===== src/rtl/gradient_noise_2d_height_core_macros.svh =====
// assertion macros used by the top-level rtl core
`ifndef GRADIENT_NOISE_2D_HEIGHT_CORE_MACROS_SVH
`define GRADIENT_NOISE_2D_HEIGHT_CORE_MACROS_SVH

`ifndef ASSERT_OFF
`define GN2H_ASSERT(lbl, clk, rst_n, prop) \
    lbl: assert property (@(posedge clk) disable iff (!rst_n) prop) \
        else $error("gn2h assertion failed");
`define GN2H_ASSERT_NEVER(lbl, clk, rst_n, cond) \
    lbl: assert property (@(posedge clk) disable iff (!rst_n) !(cond)) \
        else $error("gn2h forbidden condition");
`else
`define GN2H_ASSERT(lbl, clk, rst_n, prop)
`define GN2H_ASSERT_NEVER(lbl, clk, rst_n, cond)
`endif

`endif


===== src/rtl/gn2h_pkg.sv =====
package gn2h_pkg;

    localparam int FRAC_BITS = 16;
    localparam int FB        = FRAC_BITS;
    localparam int DW        = FB + 1;
    localparam int VW        = FB + 4;
    localparam int FW        = FB + 6;
    localparam int PW        = 32 + DW;
    localparam int BW        = VW + 1 + FW;
    localparam int HS        = (FB >= 16) ? (FB - 16) : 0;
    localparam int HL        = (FB < 16) ? (16 - FB) : 0;
    localparam int HW        = VW + HL;

    localparam logic [63:0] HASH_M    = 64'h8803_55f2_1e6d_1965;
    localparam logic [63:0] MIX_K     = 64'h2127_599b_f432_5c37;
    localparam logic [63:0] SEED_MIX  = {HASH_M[60:0], 3'b000};
    localparam logic [63:0] SEED_FLIP = 64'h8000_0000_0000_0000;
    localparam logic [63:0] SEED_RST  = 64'd1;
    localparam logic [31:0] G_BIAS    = 32'h8000_0000;

    localparam int MIX_SH_A = 23;
    localparam int MIX_SH_B = 47;

    localparam int H_MAX = 131071;
    localparam int H_MIN = -131072;

    localparam int  PA_W           = 4;
    localparam logic REG_NOISE_SEED = 1'b0;

endpackage


===== src/rtl/gn2h_fade.sv =====
module gn2h_fade
    import gn2h_pkg::*;
(
    input  logic                 i_clk,
    input  logic                 i_en,
    input  logic [FB-1:0]        i_s,
    output logic signed [FW-1:0] o_w
);

    localparam logic signed [FW-1:0] C15 = FW'(15 * (2 ** FB));
    localparam logic signed [FW-1:0] C10 = FW'(10 * (2 ** FB));

    logic signed [FW-1:0]    t1;
    logic signed [FW-1:0]    t2;
    logic signed [FW-1:0]    t3;
    logic signed [FW-1:0]    t4;
    logic signed [FW+FB:0]   r_m1;
    logic signed [FW+FB:0]   r_m2;
    logic signed [FW+FB:0]   r_m3;
    logic signed [FW+FB:0]   r_m4;
    logic [FB-1:0]           r_s1;
    logic [FB-1:0]           r_s2;
    logic [FB-1:0]           r_s3;

    // horner steps of 6s^5 - 15s^4 + 10s^3
    always_comb begin
        t1 = $signed(FW'(i_s) * FW'(6)) - C15;
        t2 = FW'(r_m1 >>> FB) + C10;
        t3 = FW'(r_m2 >>> FB);
        t4 = FW'(r_m3 >>> FB);
    end

    always_ff @(posedge i_clk) begin
        if (i_en) begin
            r_m1 <= t1 * $signed({1'b0, i_s});
            r_s1 <= i_s;
            r_m2 <= t2 * $signed({1'b0, r_s1});
            r_s2 <= r_s1;
            r_m3 <= t3 * $signed({1'b0, r_s2});
            r_s3 <= r_s2;
            r_m4 <= t4 * $signed({1'b0, r_s3});
        end
    end

    assign o_w = FW'(r_m4 >>> FB);

endmodule


===== config.mk =====
export PLATFORM = sky130hd
export DESIGN_NAME = gn2h_fade
export DESIGN_NICKNAME = d
export VERILOG_FILES = /design/src/rtl/gradient_noise_2d_height_core_macros.svh /design/src/rtl/gn2h_pkg.sv /design/src/rtl/gn2h_fade.sv
export SDC_FILE = /design/constraint.sdc
export NUM_CORES = 2
export LEC_CHECK = 0
export BUFFER_PORTS_ARGS = -buffer_cell sky130_fd_sc_hd__buf_2
export CAP_MARGIN = 10
export CORE_MARGIN = 2
export CORE_UTILIZATION = 35
export CTS_BUF_LIST = sky130_fd_sc_hd__clkbuf_4 sky130_fd_sc_hd__clkbuf_8
export CTS_CLUSTER_DIAMETER = 60
export CTS_CLUSTER_SIZE = 10
export DETAILED_ROUTE_END_ITERATION = 6
export PLACE_DENSITY = 0.61
export SYNTH_ARGS = -nofsm -noshare
export SYNTH_HDL_FRONTEND = slang
export SYNTH_SLANG_ARGS = --single-unit
export TNS_END_PERCENT = 5

===== constraint.sdc =====
create_clock -name i_clk -period 10.7 [get_ports i_clk]
set_input_delay 1.07 -clock i_clk [delete_from_list [all_inputs] [get_ports i_clk]]
set_output_delay 1.07 -clock i_clk [all_outputs]
set_load 0.03 [all_outputs]

After elaboration in Yosys (flattened, before gate mapping)
Index checks and enable logic that the tools add are counted.
Widths: inputs -> output; s select.
Storage, ports and cells
  flip-flop bits (word level): 200
  output and inout port bits: 22
  word-level logic and storage cells: 14
Cells by class
  add/sub/neg operators: 2
  multiply operators: 5
Operator list (count)
  $mul 22x17->38: 3
  $mul 21x17->38: 1
  $add 22x21->22 const B: 1
  $sub 19x20->21 const B: 1
  $mul 16x2->18 const B: 1

Depth between registers and ports, before layout
  depth in word-level cells: 3
  mapped depth: 36
  gate-level depth less buffers: 36

Least setup slack after synthesis
Ideal clock, no wire load.
  path type: input to register
  from: in i_s[1]
  to: reg r_m1[34] (data pin)
  arrival time: 8.844 ns
  required time: 10.442 ns
  path slack: 1.598 ns
  stages: 34
  path buffers: 3
  cell sequence: clkbuf_1 inv_1 fa_1 nor2b_1 o21ai_2 a21oi_2 a2111oi_4 o221ai_2 a41oi_2 xor2_2 inv_1 ha_1 xor2_1 buf_2 nand2_1 fa_1 fa_1 fa_1 inv_1 fa_1 fa_1 inv_1 fa_1 inv_1 ha_1 and3_1 clkbuf_1 nand2_1 o22a_1 a21oi_1 nor3_1 o31ai_1 a21oi_1 xnor2_1
On the way
  longest elaborated chain between the ends: 3
Ends and longest elaborated chain
  from (decl): line gn2h_fade.sv:6  | input logic [FB-1:0] i_s,
  $mul 16x2->18: line gn2h_fade.sv:27  | t1 = $signed(FW'(i_s) * FW'(6)) - C15;
  $sub 19x20->21: line gn2h_fade.sv:27
  $mul 21x17->38 *: line gn2h_fade.sv:35  | r_m1 <= t1 * $signed({1'b0, i_s});
  to (signal assigned): line gn2h_fade.sv:35
  to (decl): line gn2h_fade.sv:17  | logic signed [FW+FB:0] r_m1;
Mark *: on every way between the ends. The rest lies on a longest branch, timed or not.
A chain may end at the register's enable or synchronous reset.

Worst setup path in the final report
  from: in i_s[3]
  to: reg r_m1[34] (data pin)
Same word-level chain as after synthesis.

==> results.md <==
- Critical Path End Type: flip-flop
- Most frequent cells in the layout: inv_1 (1504), fa_1 (1346), nand2_1 (787), and2_1 (548), ha_1 (384)
- Clk Latency, worst-skew pair: 590 ps
- Share of the synthesized area in the top cell type: 51.2%
- Register area share after synthesis: roughly 7.8%
- Max-Cap Viols: 0
- Synth Cell Area: 0.0527 sq mm
- Share of layout cells above drive strength 1: 2.84%
- Largest net degree at the start of global routing: 81
- Fin crit period: between 9000 and 10000 ps
- Slew headroom: a little over a fifth
- Most frequent CP cell: fa_1
- Crit path max fanout: 24
- FF+latch count, synth: 136
- Antenna-violating nets left: 0
- Top post-synthesis cells by area: fa_1 (51%), inv_1 (11%), ha_1 (9.1%), edfxtp_1 (7.8%), and2_1 (6.5%)
- Critical Path RT: 11030 ps
- Initial antenna violation count: 2
- Core Box Area: 0.150 sq mm
- Port-buffer cells: 39
- Global-route wire length before repair: 206000 um
- Die Span X: between 300 and 400 um
- DRC: 0
- FMAX: 105 MHz
- CTS Hold Bufs: 0
- Worst Reg2Reg Path Length in Cells: 22
- Post-synth EDFFs: between 100 and 150
- Run status: completed
- H-tree Lvls: 4
- Final hold vios: 0
- Setup TNS: 0 ps
- Post-route setup slack: 1150 ps
- Row Count: roughly 140
- Post-cts resize count: 0
- Setup CP Type: input port to flip-flop
- # clock sinks: between 100 and 150
- # fillers: 15053
- Slowest-stage cell, CP: fa_1
- Post-Syn Nets: 7263
- RSZ-0062 raised after global routing: no
- Vias in the first global route: 39139
- Drt via density: between 4 and 5
- CP Launch Type: input port
- Largest area contributor in the netlist: fa_1
- Sequential Area: 0.00408 sq mm
- Placer congestion estimate: 0.845
- Pins Over Slew Limit: 0
- Die height: 392 um
- Post-synthesis instance total: 5515
- Boundary pin count: 40
- Max incr delay on CP: 530 ps
- Tcrit/Tclk final: 89.3%
- Hold slack: 788 ps
- Post-layout nets: 7165
- Area taken by multi-input logic gates: 0.0422 sq mm
- Area Overhead vs Synth: 5.24%
- Starting Density: 35.2%
- Clock Pin Slew Worst Setup and Hold Paths: about 90 ps
- Post-DP HPWL: 99700 um
- Synth unique cells: 71
- Maximum clock path buffer count: 2
- CP arrival: 9880 ps
- Final WL: 122000 um
- Via count: 34797
- Initial DRT Pass Iterations: 5
- Commonest non-fill, non-tap cell in the layout: inv_1
- Yosys warning total: 0
- Die Area: around 0.15 sq mm
- Hold endpoint: r_s3[15]
- Tightest Pin Transition: 1180 ps
- Avg Inst Size Synth: 9.55 sq um
- Cell count of the worst hold path: 1
- CTS tree: built
- Post-CTS Setup Repair Bufs: 0
- CTS Root Cell: clkbuf_8
- Iteration-0 DRC Markers: 1940
- All-layer global routing usage: around 17%
- Overflow after GRT: 0
- TritonCTS Buffers: 17
- FF-to-FF End: r_m2[36]
- Pre-CTS setup slack: between 500 and 600 ps
- Top FF cell, synth: edfxtp_1
- Reg2reg start: r_m1[33]
- # setup viols final: 0
- Drt wl/cell: 16.4 um
- Post-synth ARST share: 0%
- Hold wc startpoint: r_s2[15]
- Hold Crit Class: flip-flop to flip-flop
- R2r setup slk: 3160 ps
- Clock skew: 29.0 ps
==> worst max-delay path: cells and delay by family <==
kind                     cells  cell delay [ps]
adder cells (fa/ha/maj)      9             4300
AO/OA/AOI/OAI               10             2730
XOR/XNOR                     2              310
buffers and inverters        6              770
AND/OR/NAND/NOR              4              670
==> sequential cells by signal (all words and copies together) (netlist names) <==
signal and flops:
r_s2 16, r_m3 22, r_s1 15, r_m4 22, r_m1 23, r_s3 16
r_m2 22
==> cell families after synthesis <==
kind of cell | synth area share [%]
flops | 7.75
buf+inv | 12.2
fa+ha+maj | 60.3
mux | 0.0380
simple gates | 14.4
compound gates | 3.03
xor+xnor | 2.24
==> per-stage QoR <==
| step | utilization, % | cell area, sq um | std cells |
|---|---|---|---|
| 6_report | 37.1 | 55400 | 7448 |
| 5_1_grt | 37.1 | 55400 | 7448 |
| 4_1_cts | 37.1 | 55400 | 7446 |
| 3_5_place_dp | 36.8 | 55000 | 7414 |
| 3_3_place_gp | 36.8 | 55000 | 7414 |
| 2_1_floorplan | - | 52700 | 5515 |
==> worst max path at each step <==
stage / start / to
2_1_floorplan: i_s[1] / r_m1[34]
3_3_place_gp: i_s[3] / r_m1[34]
3_5_place_dp: i_s[3] / r_m1[34]
4_1_cts: i_s[3] / r_m1[34]
5_1_grt: i_s[3] / r_m1[34]
6_report: i_s[3] / r_m1[34]
==> cells in the mapped netlist, drive strengths merged (6+ instances only) <==
cell,number
clkbuf,201
and2,549
and3,12
o21ai,42
o21bai,7
nand2,787
nor2,81
edfxtp,136
nor2b,20
a211oi,13
xor2,44
nand2b,36
xnor2,90
nand4,15
fa,1346
nand3,16
a21o,36
ha,384
o21a,16
buf,6
inv,1504
a21oi,69
nor3,28
==> area by class of cell <==
class                           instances  area share, %
Timing Repair Buffer                   90           1.05
Clock inverter                         15          0.291
Antenna cell                            2        0.00903
Clock buffer                           17          0.422
Multi-Input combinational cell       3667           76.1
Sequential cell                       136           7.37
Inverter                             1505           10.2
Tap cell                             2016           4.55
==> layer usage <==
layer  GRT usage (%)  part of all wire (%)  vias up  wire (um)
met5               0                     0        -          0
met4            3.78                   1.8        0       2180
met3            2.10                   5.6      130       6870
met2            28.8                    48      923      59200
met1            22.9                    44    18091      54200
li1                -                     -    15653          -
Power is not shown: default switching activity piles up to over one toggle a cycle in this logic, so the estimate is an artifact.
